$ cat src/hdl/mlrq_pkg.sv
// Package for the multilevel ready queue: sizes, transaction kind codes and result status codes.
// It depends on nothing. The RAM and the top level both use it.
`default_nettype none

package mlrq_pkg;

    localparam int LEVELS     = 3;
    localparam int POOL_DEPTH = 64;

    localparam int KIND_W   = 2;
    localparam int LEVEL_W  = 2;
    localparam int PID_W    = 16;
    localparam int STATUS_W = 2;

    // Transaction kinds
    localparam logic [KIND_W-1:0] KIND_ENQUEUE = 2'd0;
    localparam logic [KIND_W-1:0] KIND_DEQUEUE = 2'd1;
    localparam logic [KIND_W-1:0] KIND_REMOVE  = 2'd2;

    // Result status codes
    localparam logic [STATUS_W-1:0] ST_OK       = 2'd0;
    localparam logic [STATUS_W-1:0] ST_EMPTY    = 2'd1;
    localparam logic [STATUS_W-1:0] ST_NOTFOUND = 2'd2;
    localparam logic [STATUS_W-1:0] ST_FULL     = 2'd3;

endpackage

`default_nettype wire

$ cat src/hdl/multilevel_ready_queue_top.sv
// Multilevel ready queue: LEVELS first-in first-out queues of process ids kept as linked lists in
// one shared pool of POOL_DEPTH entries. Depends on mlrq_pkg and mlrq_ram.
//
// Each input transaction is an enqueue, a dequeue or a remove on one priority level, and each
// gives exactly one result transaction carrying the dequeued pid (else zero), a status code and
// an all-levels-empty flag. The block works on one transaction at a time and drops s_axis_tready
// until it is done. After acceptance an enqueue or a dequeue has one state of its own, and a
// rejected or unused-kind transaction goes straight to the result state. A remove walks the
// list of its level in S_WALK and frees a matching entry in S_REM_FREE; the walk is paced by
// the single read port of the link memory, as each step of it needs one registered read.
// A finished result sits in the output register, so the next transaction is accepted while
// that result still waits for m_axis_tready; a result only holds the sequencer when the
// previous one has not been taken yet.
// Returned pool entries are handed out first, from the chain of returned entries; never-used
// entries come from a fill count, so the pool needs no clearing pass after reset.
`default_nettype none

module multilevel_ready_queue_top #(
    parameter int LEVELS     = mlrq_pkg::LEVELS,
    parameter int POOL_DEPTH = mlrq_pkg::POOL_DEPTH
) (
    input  wire logic        i_clk,
    input  wire logic        i_rst_n,
    // Input transactions
    input  wire logic        s_axis_tvalid,
    output logic             s_axis_tready,
    input  wire logic [23:0] s_axis_tdata,   // [1:0] level, [17:2] pid, [23:18] zero
    input  wire logic [1:0]  s_axis_tuser,   // [1:0] kind
    // Result transactions
    output logic             m_axis_tvalid,
    input  wire logic        m_axis_tready,
    output logic      [15:0] m_axis_tdata,   // [15:0] out_pid
    output logic      [2:0]  m_axis_tuser    // [1:0] status, [2] all_empty
);

    localparam int PW  = $clog2(POOL_DEPTH);
    localparam int CW  = $clog2(POOL_DEPTH + 1);
    localparam int LW  = (LEVELS > 1) ? $clog2(LEVELS) : 1;
    localparam int PDW = mlrq_pkg::PID_W;
    localparam int SW  = mlrq_pkg::STATUS_W;

    typedef enum logic [2:0] {
        S_IDLE,
        S_ENQ,
        S_DEQ,
        S_WALK,
        S_REM_FREE,
        S_RESP
    } t_state;

    // Sequencer and list state
    t_state            r_state, n_state;
    logic [PW-1:0]     r_head [LEVELS];
    logic [PW-1:0]     n_head [LEVELS];
    logic [PW-1:0]     r_tail [LEVELS];
    logic [PW-1:0]     n_tail [LEVELS];
    logic [CW-1:0]     r_cnt  [LEVELS];
    logic [CW-1:0]     n_cnt  [LEVELS];
    logic [PW-1:0]     r_free_head, n_free_head;
    logic [CW-1:0]     r_free_count, n_free_count;
    logic [CW-1:0]     r_fill, n_fill;

    // Working registers of the transaction in flight
    logic [LW-1:0]     r_lv, n_lv;
    logic [PDW-1:0]    r_pid, n_pid;
    logic [PW-1:0]     r_cur, n_cur;
    logic [PW-1:0]     r_prev, n_prev;
    logic [CW-1:0]     r_k, n_k;
    logic [SW-1:0]     r_res_status, n_res_status;

    // Output register
    logic              r_m_valid, n_m_valid;
    logic [PDW-1:0]    r_m_pid, n_m_pid;
    logic [SW-1:0]     r_m_status, n_m_status;
    logic              r_m_all_empty, n_m_all_empty;

    // Memory ports
    logic [PW-1:0]     w_raddr;
    logic [PDW-1:0]    w_pid_rdata;
    logic [PW-1:0]     w_link_rdata;
    logic              w_pid_we;
    logic              w_link_we;
    logic [PW-1:0]     w_link_waddr;
    logic [PW-1:0]     w_link_wdata;

    // Incoming fields
    logic [1:0]        w_in_kind;
    logic [1:0]        w_in_level;
    logic [PDW-1:0]    w_in_pid;
    logic              w_in_lv_ok;
    logic [LW-1:0]     w_in_lv;
    logic              w_out_free;

    assign w_in_kind  = s_axis_tuser;
    assign w_in_level = s_axis_tdata[1:0];
    assign w_in_pid   = s_axis_tdata[17:2];
    assign w_in_lv_ok = (32'(w_in_level) < 32'(LEVELS));
    assign w_in_lv    = w_in_lv_ok ? LW'(w_in_level) : '0;
    assign w_out_free = !r_m_valid || m_axis_tready;

    // Entry pids; written only at enqueue
    mlrq_ram #(
        .WIDTH (PDW),
        .DEPTH (POOL_DEPTH)
    ) u_pid_ram (
        .i_clk   (i_clk),
        .i_we    (w_pid_we),
        .i_waddr (r_cur),
        .i_wdata (r_pid),
        .i_raddr (w_raddr),
        .o_rdata (w_pid_rdata)
    );

    // Links: an entry in a level links to its successor, a free entry to the next free one
    mlrq_ram #(
        .WIDTH (PW),
        .DEPTH (POOL_DEPTH)
    ) u_link_ram (
        .i_clk   (i_clk),
        .i_we    (w_link_we),
        .i_waddr (w_link_waddr),
        .i_wdata (w_link_wdata),
        .i_raddr (w_raddr),
        .o_rdata (w_link_rdata)
    );

    always_comb begin
        logic          v_match;
        logic          v_last;
        logic          v_fresh;
        logic          v_load;
        logic [CW-1:0] v_cnt;

        n_state       = r_state;
        n_head        = r_head;
        n_tail        = r_tail;
        n_cnt         = r_cnt;
        n_free_head   = r_free_head;
        n_free_count  = r_free_count;
        n_fill        = r_fill;
        n_lv          = r_lv;
        n_pid         = r_pid;
        n_cur         = r_cur;
        n_prev        = r_prev;
        n_k           = r_k;
        n_res_status  = r_res_status;
        n_m_valid     = r_m_valid && !m_axis_tready;
        n_m_pid       = r_m_pid;
        n_m_status    = r_m_status;
        n_m_all_empty = r_m_all_empty;

        w_raddr      = r_cur;
        w_pid_we     = 1'b0;
        w_link_we    = 1'b0;
        w_link_waddr = r_cur;
        w_link_wdata = r_free_head;

        v_cnt   = r_cnt[r_lv];
        v_match = (w_pid_rdata == r_pid);
        v_last  = (CW'(r_k + 1'b1) == v_cnt);
        v_fresh = (CW'(r_cur) >= r_fill);
        v_load  = 1'b0;

        case (r_state)
            S_IDLE: begin
                // Issue the first read in the accept cycle
                w_raddr = (w_in_kind == mlrq_pkg::KIND_ENQUEUE) ? r_free_head
                                                                : r_head[w_in_lv];
                if (s_axis_tvalid) begin
                    n_lv  = w_in_lv;
                    n_pid = w_in_pid;
                    n_k   = '0;
                    n_cur = w_raddr;
                    case (w_in_kind)
                        mlrq_pkg::KIND_ENQUEUE: begin
                            if (!w_in_lv_ok || r_free_count == '0) begin
                                n_res_status = mlrq_pkg::ST_FULL;
                                n_state      = S_RESP;
                            end else begin
                                n_state = S_ENQ;
                            end
                        end
                        mlrq_pkg::KIND_DEQUEUE: begin
                            if (!w_in_lv_ok || r_cnt[w_in_lv] == '0) begin
                                n_res_status = mlrq_pkg::ST_EMPTY;
                                n_state      = S_RESP;
                            end else begin
                                n_state = S_DEQ;
                            end
                        end
                        mlrq_pkg::KIND_REMOVE: begin
                            if (!w_in_lv_ok || r_cnt[w_in_lv] == '0) begin
                                n_res_status = mlrq_pkg::ST_NOTFOUND;
                                n_state      = S_RESP;
                            end else begin
                                n_state = S_WALK;
                            end
                        end
                        default: begin
                            n_res_status = mlrq_pkg::ST_OK;
                            n_state      = S_RESP;
                        end
                    endcase
                end
            end

            S_ENQ: begin
                if (w_out_free) begin
                    w_pid_we = 1'b1;
                    // A never-used entry chains to its neighbour; a returned one through the RAM
                    if (v_fresh) begin
                        n_free_head = (r_cur == PW'(POOL_DEPTH - 1)) ? '0 : r_cur + 1'b1;
                        n_fill      = r_fill + 1'b1;
                    end else begin
                        n_free_head = w_link_rdata;
                    end
                    n_free_count = r_free_count - 1'b1;
                    if (v_cnt == '0) begin
                        n_head[r_lv] = r_cur;
                    end else begin
                        w_link_we    = 1'b1;
                        w_link_waddr = r_tail[r_lv];
                        w_link_wdata = r_cur;
                    end
                    n_tail[r_lv]  = r_cur;
                    n_cnt[r_lv]   = v_cnt + 1'b1;
                    n_res_status  = mlrq_pkg::ST_OK;
                    n_m_pid       = '0;
                    v_load        = 1'b1;
                end
            end

            S_DEQ: begin
                if (w_out_free) begin
                    n_head[r_lv] = w_link_rdata;
                    n_cnt[r_lv]  = v_cnt - 1'b1;
                    // Push the entry back on the free chain
                    w_link_we    = 1'b1;
                    n_free_head  = r_cur;
                    n_free_count = r_free_count + 1'b1;
                    n_res_status = mlrq_pkg::ST_OK;
                    n_m_pid      = w_pid_rdata;
                    v_load       = 1'b1;
                end
            end

            S_WALK: begin
                w_raddr = w_link_rdata;
                if (v_match) begin
                    // Unlink the matching entry; it goes back to the free chain in S_REM_FREE once the output is free
                    if (r_k == '0) begin
                        n_head[r_lv] = w_link_rdata;
                    end else begin
                        w_link_we    = 1'b1;
                        w_link_waddr = r_prev;
                        w_link_wdata = w_link_rdata;
                    end
                    if (v_last) begin
                        n_tail[r_lv] = r_prev;
                    end
                    n_cnt[r_lv] = v_cnt - 1'b1;
                    n_state     = S_REM_FREE;
                end else if (v_last) begin
                    n_res_status = mlrq_pkg::ST_NOTFOUND;
                    n_state      = S_RESP;
                end else begin
                    n_prev = r_cur;
                    n_cur  = w_link_rdata;
                    n_k    = r_k + 1'b1;
                end
            end

            S_REM_FREE: begin
                if (w_out_free) begin
                    w_link_we    = 1'b1;
                    n_free_head  = r_cur;
                    n_free_count = r_free_count + 1'b1;
                    n_res_status = mlrq_pkg::ST_OK;
                    n_m_pid      = '0;
                    v_load       = 1'b1;
                end
            end

            S_RESP: begin
                if (w_out_free) begin
                    n_m_pid = '0;
                    v_load  = 1'b1;
                end
            end

            default: begin
                n_state = S_IDLE;
            end
        endcase

        // Load the result and return to idle
        if (v_load) begin
            n_m_valid     = 1'b1;
            n_m_status    = n_res_status;
            n_m_all_empty = (n_free_count == CW'(POOL_DEPTH));
            n_state       = S_IDLE;
        end
    end

    always_ff @(posedge i_clk) begin
        if (!i_rst_n) begin
            r_state      <= S_IDLE;
            r_free_head  <= '0;
            r_free_count <= CW'(POOL_DEPTH);
            r_fill       <= '0;
            r_m_valid    <= 1'b0;
            for (int i = 0; i < LEVELS; i++) begin
                r_head[i] <= '0;
                r_tail[i] <= '0;
                r_cnt[i]  <= '0;
            end
        end else begin
            r_state      <= n_state;
            r_head       <= n_head;
            r_tail       <= n_tail;
            r_cnt        <= n_cnt;
            r_free_head  <= n_free_head;
            r_free_count <= n_free_count;
            r_fill       <= n_fill;
            r_m_valid    <= n_m_valid;
        end
        r_lv          <= n_lv;
        r_pid         <= n_pid;
        r_cur         <= n_cur;
        r_prev        <= n_prev;
        r_k           <= n_k;
        r_res_status  <= n_res_status;
        r_m_pid       <= n_m_pid;
        r_m_status    <= n_m_status;
        r_m_all_empty <= n_m_all_empty;
    end

    assign s_axis_tready = (r_state == S_IDLE);
    assign m_axis_tvalid = r_m_valid;
    assign m_axis_tdata  = r_m_pid;
    assign m_axis_tuser  = {r_m_all_empty, r_m_status};

endmodule

`default_nettype wire

$ cat src/hdl/mlrq_ram.sv
// Generic single write port RAM with one registered read port.
// Depends on mlrq_pkg for its default sizes.
`default_nettype none

module mlrq_ram #(
    parameter int WIDTH = mlrq_pkg::PID_W,
    parameter int DEPTH = mlrq_pkg::POOL_DEPTH
) (
    input  wire logic                     i_clk,
    input  wire logic                     i_we,
    input  wire logic [$clog2(DEPTH)-1:0] i_waddr,
    input  wire logic [WIDTH-1:0]         i_wdata,
    input  wire logic [$clog2(DEPTH)-1:0] i_raddr,
    output logic      [WIDTH-1:0]         o_rdata
);

    logic [WIDTH-1:0] r_mem [DEPTH];
    logic [WIDTH-1:0] r_rdata;

    always_ff @(posedge i_clk) begin
        if (i_we) begin
            r_mem[i_waddr] <= i_wdata;
        end
        r_rdata <= r_mem[i_raddr];
    end

    assign o_rdata = r_rdata;

endmodule

`default_nettype wire

$ cat config.mk
export PLATFORM = sky130hd
export DESIGN_NAME = multilevel_ready_queue_top
export DESIGN_NICKNAME = d
export VERILOG_FILES = /design/src/hdl/mlrq_pkg.sv /design/src/hdl/multilevel_ready_queue_top.sv /design/src/hdl/mlrq_ram.sv
export SDC_FILE = /design/constraint.sdc
export NUM_CORES = 2
export LEC_CHECK = 0
export ABC_AREA = 1
export BUFFER_PORTS_ARGS = -buffer_cell sky130_fd_sc_hd__buf_2
export CAP_MARGIN = 20
export CORE_AREA = 8 8 357 324
export CTS_BUF_LIST = sky130_fd_sc_hd__clkbuf_16
export DETAILED_ROUTE_END_ITERATION = 12
export DIE_AREA = 0 0 365 332
export PLACE_DENSITY = 0.87
export SLEW_MARGIN = 20
export SYNTH_ARGS = -nofsm -noshare
export SYNTH_HDL_FRONTEND = slang
export SYNTH_SLANG_ARGS = --single-unit
$ cat constraint.sdc
create_clock -name i_clk -period 10.4 [get_ports i_clk]
set_input_delay 3.12 -clock i_clk [delete_from_list [all_inputs] [get_ports i_clk]]
set_output_delay 3.12 -clock i_clk [all_outputs]
set_load 0.01 [all_outputs]
After elaboration in Yosys (flattened, before gate mapping) --
Memory sizes are Yosys's and may differ from the RTL's. A register that Yosys moved wholly into a read port is not among the register bits. Index checks and enable logic that the tools add are counted.
Cells by class: add/sub/neg operators 7, multiply operators 0, div/mod/pow operators 0, $lt $le $gt $ge 5, equal/unequal tests 23, shifts and indexed selects 0, mux-type cells 98, bitwise logic cells 6, reduce and logical (&&, ||, !) cells 34
Operator list (number):
- $mux 18 | 8
- $mux 6 | 21
- $bwmux 18 | 4
- $mux 7 | 10
- $mux 21 | 3
- $pmux 21 s3 | 1
- $pmux 6 s2 | 5
- $pmux 18 s3 | 1
- $bwmux 21 | 2
- $pmux 18 s2 | 1
- $mux 16 | 2
- $pmux 16 s2 | 1
- $add 7x1->7 const B | 4
- $bmux 7 s2 | 2
- $logic_not 7->1 | 4
- $pmux 7 s2 | 2
- $bmux 6 s2 | 2
- $mux 3 | 6
- $ne 2x2->1 const B | 9
- $pmux 3 s3 | 2
- $eq 16x16->1 | 1
- $mux 2 | 8
- $reduce_and 3->1 | 5
- $demux 7 s2 | 1
- 35 further kinds | 68
Storage, ports and cells: flip-flop bits (word level) 139, latch bits 0, RAM bits 1408, memory bits (read-only) 0, input port bits 30, output and inout port bits 21, logic and storage cells 198, memories kept 2
Memory list:
- u_pid_ram.r_mem | words 64, bits a word 16, rd ports 1, clocked after memory_dff 1, write ports 1, RTL line mlrq_ram.sv:17 | logic [WIDTH-1:0] r_mem [DEPTH];
- u_link_ram.r_mem | words 64, bits a word 6, rd ports 1, clocked after memory_dff 1, write ports 1, RTL line mlrq_ram.sv:17

Depth between registers and ports, before layout --
depth in word-level cells 12, mapped depth 20, gate-level depth less buffers 19

Cells and area by module --
Synthesis repeated with hierarchy kept, for this count alone.
Second synthesis, totals: cell total of the unflattened synthesis 6027, area total of the unflattened synthesis 66155.9 µm²
Modules (own cells, without submodules):
- mlrq_ram (u_pid_ram) | instances 1, cells each 3517, area an instance 42099.1 µm²
- mlrq_ram (u_link_ram) | instances 1, cells each 1393, area an instance 15942.8 µm²
- multilevel_ready_queue_top | instances 1, cells each 1117, area an instance 8114.0 µm²

Worst setup path before layout --
Ideal clock, no wire load.
kind input -> register, start point in m_axis_tready, end point mem u_link_ram.r_mem[0][0] (netlist name), data pin, library setup time 666 ps, arrival 4841 ps, required time 9734 ps, slack 4893 ps, cell stages on the path 7, path through nor2_1 inv_1 nand2_4 clkbuf_1 a21oi_1 o21ai_0 o221ai_1
On the way: longest elaborated chain between the ends 3
Ends and longest elaborated chain:
- from (decl) | RTL line multilevel_ready_queue_top.sv:31 | input wire logic m_axis_tready,
- $logic_or 1x1->1 | RTL line multilevel_ready_queue_top.sv:99 | assign w_out_free = !r_m_valid || m_axis_tready;
- $mux 6 | RTL line multilevel_ready_queue_top.sv:208 | if (w_out_free) begin
- $pmux 6 s2 | RTL line multilevel_ready_queue_top.sv:164 | case (r_state)
- net u_link_ram.i_wdata[0] | RTL line mlrq_ram.sv:12 | input wire logic [WIDTH-1:0] i_wdata,
- to (decl) | RTL line mlrq_ram.sv:17
The timed path passes the listed nets, and every way through them passes these cells.

Worst setup path after layout --
start point in s_axis_tuser[0], end point reg u_pid_ram.r_rdata[9] (netlist: u_pid_ram.o_rdata[9]) (read register of u_pid_ram.r_mem)
On the way: longest elaborated chain between the ends 3
Ends and longest elaborated chain:
- from (decl) | RTL line multilevel_ready_queue_top.sv:28 | input wire logic [1:0] s_axis_tuser,
- $logic_not 2->1 | RTL line multilevel_ready_queue_top.sv:167 | w_raddr = (w_in_kind == mlrq_pkg::KIND_ENQUEUE) ? r_free_head
- $mux 6 | RTL line multilevel_ready_queue_top.sv:167
- $pmux 6 s2 | RTL line multilevel_ready_queue_top.sv:164
- to (decl) | RTL line mlrq_ram.sv:18 | logic [WIDTH-1:0] r_rdata;
No other way between the ends. A chain may end at the register's enable or synchronous reset.

==> results by group <==
Timing
  – Setup-failing EPs final: 0
  – Worst slew margin: 23.4%
  – Final worst path period share: 71.8%
  – Max Clock Freq: 134 MHz
  – Fin Clk Skew: 0.0337 ns
  – TNS Setup: 0 ns
  – Least-Margin Pin Slew: 1.15 ns
  – Worst Hold Margin: 0.486 ns
  – Max-slew violations: 0
  – RSZ-0062 raised after global routing: no
  – Fin crit period: 7.47 ns
  – Hold Fails Final Rpt: 0

Die
  – FP Rows: 116
  – Initial Util: 64.1%
  – I/O pin cnt: 51
  – Die Area: 121000 um2
  – Die height: 332 um
  – Die Width: 365 um
  – CORE AREA: 110000 um2

Clock network
  – Clk_lat worst skew: 0.77 ns
  – H-tree Lvls: 4
  – CTS tree: built
  – CTS Buf Count: 155
  – Post-CTS Resized: 0
  – Post-CTS Setup Bufs: 0
  – # clock sinks: 1569
  – Reg clk slew, reported paths: 0.07 ns
  – # hold bufs at CTS: 0
  – Clock root buffer: clkbuf_16
  – Clock buffer depth: 3

Detailed routing
  – Drc violations: 0
  – Post-DRT Antenna Nets: 0
  – Per-cell routed wire length: 22.7 um
  – Vias: 52000
  – 1st-pass router iterations: 10
  – DRT iter0 DRCs: 8352
  – Number of vias per cell: 6.29
  – Final wirelength: 187000 um

Status
  – Status: finished clean

Power and ir drop
  – Power Total: 22.1 mW
  – Worst IR Drop VDD: 293 uV
  – Total power per unit cell area: 287 nW/um2
  – Static Leak: 30.8 nW

Critical path
  – Crit Path Class: input port to flop
  – Worst endpoint required time: 11.10 ns
  – WP data arrival: 8.16 ns
  – CP endpoint kind: flop
  – Startpoint Class: input port
  – Worst-path fanout max: 147

Synthesis
  – Synth top area cells: edfxtp_1 (62%), nand3_1 (11%), nand2_1 (6.1%)
  – Async SR Flop Fraction: 0%
  – Post-synth EDFFs: 1464
  – Synth cell types: 55
  – Most common cell in the netlist: nand3_1
  – Synth top cells by count: nand3_1 (1492), edfxtp_1 (1464), nand2_1 (1149)
  – Yosys reg bits: 1569
  – Synth area leader: edfxtp_1
  – Post-synth top flop: edfxtp_1
  – Post-Syn Area: 70600 um2
  – Post-Synthesis Cells: 6743
  – Yosys warning total: 0
  – Syn nets: 6787
  – Sequential element share of the synthesized area: 65.3%
  – Mean Syn Cell Area: 10.5 um2
  – Top-area cell type share of the netlist area: 62.3%

Global routing
  – First-pass GRT wire length: 284000 um
  – Gr ovfl total: 0
  – Vias in the first global route: 50800
  – Largest net degree at the start of global routing: 229
  – GR Util All Layers: 30.0%
  – Antenna violations before repair: 1

Final layout
  – Final Cell Area: 76900 um2
  – Layout filler cell count: 6909
  – Nets: 6710
  – Ratio of cells with drive above 1 in the final layout: 6.80%
  – Area growth syn-to-layout: 9.03%

Run
  – Max cap viols: 0

Placement
  – Final HPWL DP: 102000 um
  – I/O Buffers: 44
  – DP Area: 72100 um2
  – Placer Congestion: 0.919

Hold path
  – Worst Hold Class: flop to flop
[cells in the final DEF, fill, tap and decap left out, types with 6 or more instances in the layout]
cell,count
a21oi_1,71
buf_12,9
buf_2,44
buf_4,116
bufinv_16,9
clkbuf_16,157
clkinv_1,48
clkinv_2,20
dfxtp_1,105
edfxtp_1,1464
ha_1,14
inv_1,1086
inv_2,15
inv_6,7
nand2_1,1147
nand2_2,9
nand2_4,6
nand3_1,1492
nand3_2,13
nand3_4,7
nand3b_1,443
nand4_1,20
nor2_1,225
nor2_4,7
nor3_1,15
o211ai_1,12
o21a_1,18
o21ai_0,111
o221ai_4,6
o22ai_1,6
xnor2_1,20
xor2_1,12
[critical path, cell delays in order]
cell     delay (ns)
buf_2          0.11
inv_1          0.07
nand2_1        0.34
nand2_1        0.10
nor2_1         0.12
nand2_1        0.08
nand2_1        0.08
nand2_1        0.12
nand2_8        0.69
nand2_8        0.60
inv_4          0.89
buf_4          0.48
nand2_1        0.10
nand2_1        0.09
nand2_1        0.08
nand3_1        0.12
nand3_1        0.08
nand3_1        0.12
nand3_1        0.26
nand2_1        0.18
[through the flow]
step	worst slack [ns]	util, %	instances
2_1_floorplan	4.89	-	6743
3_3_place_gp	2.67	65.5	7984
3_5_place_dp	2.51	65.5	7984
4_1_cts	3.28	69.9	8269
5_1_grt	2.88	69.9	8269
6_report	2.93	69.9	8270
[kinds of logic (layout without fill, tap and decap cells)]
logic type      count (synthesis)  after routing  share of synthesized area (%)
xor+xnor                       32             32                          0.397
flops                        1569           1569                           65.3
buf+inv                      1474           1525                           8.23
fa+ha+maj                      14             14                          0.248
compound gates                248            248                           2.06
other cells                     0              1                              0
mux                             1              1                         0.0160
simple gates                 3405           3405                           23.8
[power by group]
| group | switching (mW) | internal, mW |
|---|---|---|
| sequential | 0.175 | 7.69 |
| combinational | 6.69 | 2.18 |
| clock | 2.38 | 2.97 |
[area by class of cell]
cell class | instances | area, um2 | share of cell area (%)
diodes | 1 | 2.50 | 0.00325
inverters | 1070 | 4040 | 5.25
well taps | 1475 | 1850 | 2.40
clock buffers | 157 | 3930 | 5.11
flip-flops and latches | 1569 | 46100 | 59.9
clock inverters | 128 | 901 | 1.17
multi-input cells | 3700 | 18900 | 24.5
repair buffers | 170 | 1280 | 1.67
[metal layers]
| metal | up-vias | share of wire (%) | global-route usage (%) |
|---|---|---|---|
| li1 | 22600 | - | - |
| met1 | 24400 | 34 | 38.1 |
| met2 | 4153 | 46 | 47.0 |
| met3 | 805 | 15 | 8.97 |
| met4 | 0 | 5.4 | 15.2 |
| met5 | - | 0 | 0 |
[state kept, by name, indices dropped and copies added, names as in the netlist, 7 cells and up, named ones only]
| name | count |
|---|---|
| r_k | 7 |
| r_cnt | 18 |
| r_pid | 16 |
| r_head | 18 |
| r_fill | 7 |
| r_tail | 18 |
| m_axis_tdata | 16 |
| u_pid_ram.r_mem | 1024 |
| r_free_count | 7 |
| u_link_ram.r_mem | 384 |
| u_pid_ram.o_rdata | 16 |
[path summary, 6_finish.rpt]
| kind | start | end | slack [ns] | depth (start not counted) |
|---|---|---|---|---|
| setup / recovery | s_axis_tuser[0] | u_pid_ram.o_rdata[9] | 2.93 | 20 |
| hold / removal | r_fill[6] | r_fill[6] | 0.49 | 2 |
| setup reg to reg | r_state[1] | u_pid_ram.o_rdata[10] | 4.30 | 18 |
| hold reg to reg | r_fill[6] | r_fill[6] | 0.49 | 2 |
(Power assumes the default switching activity.)
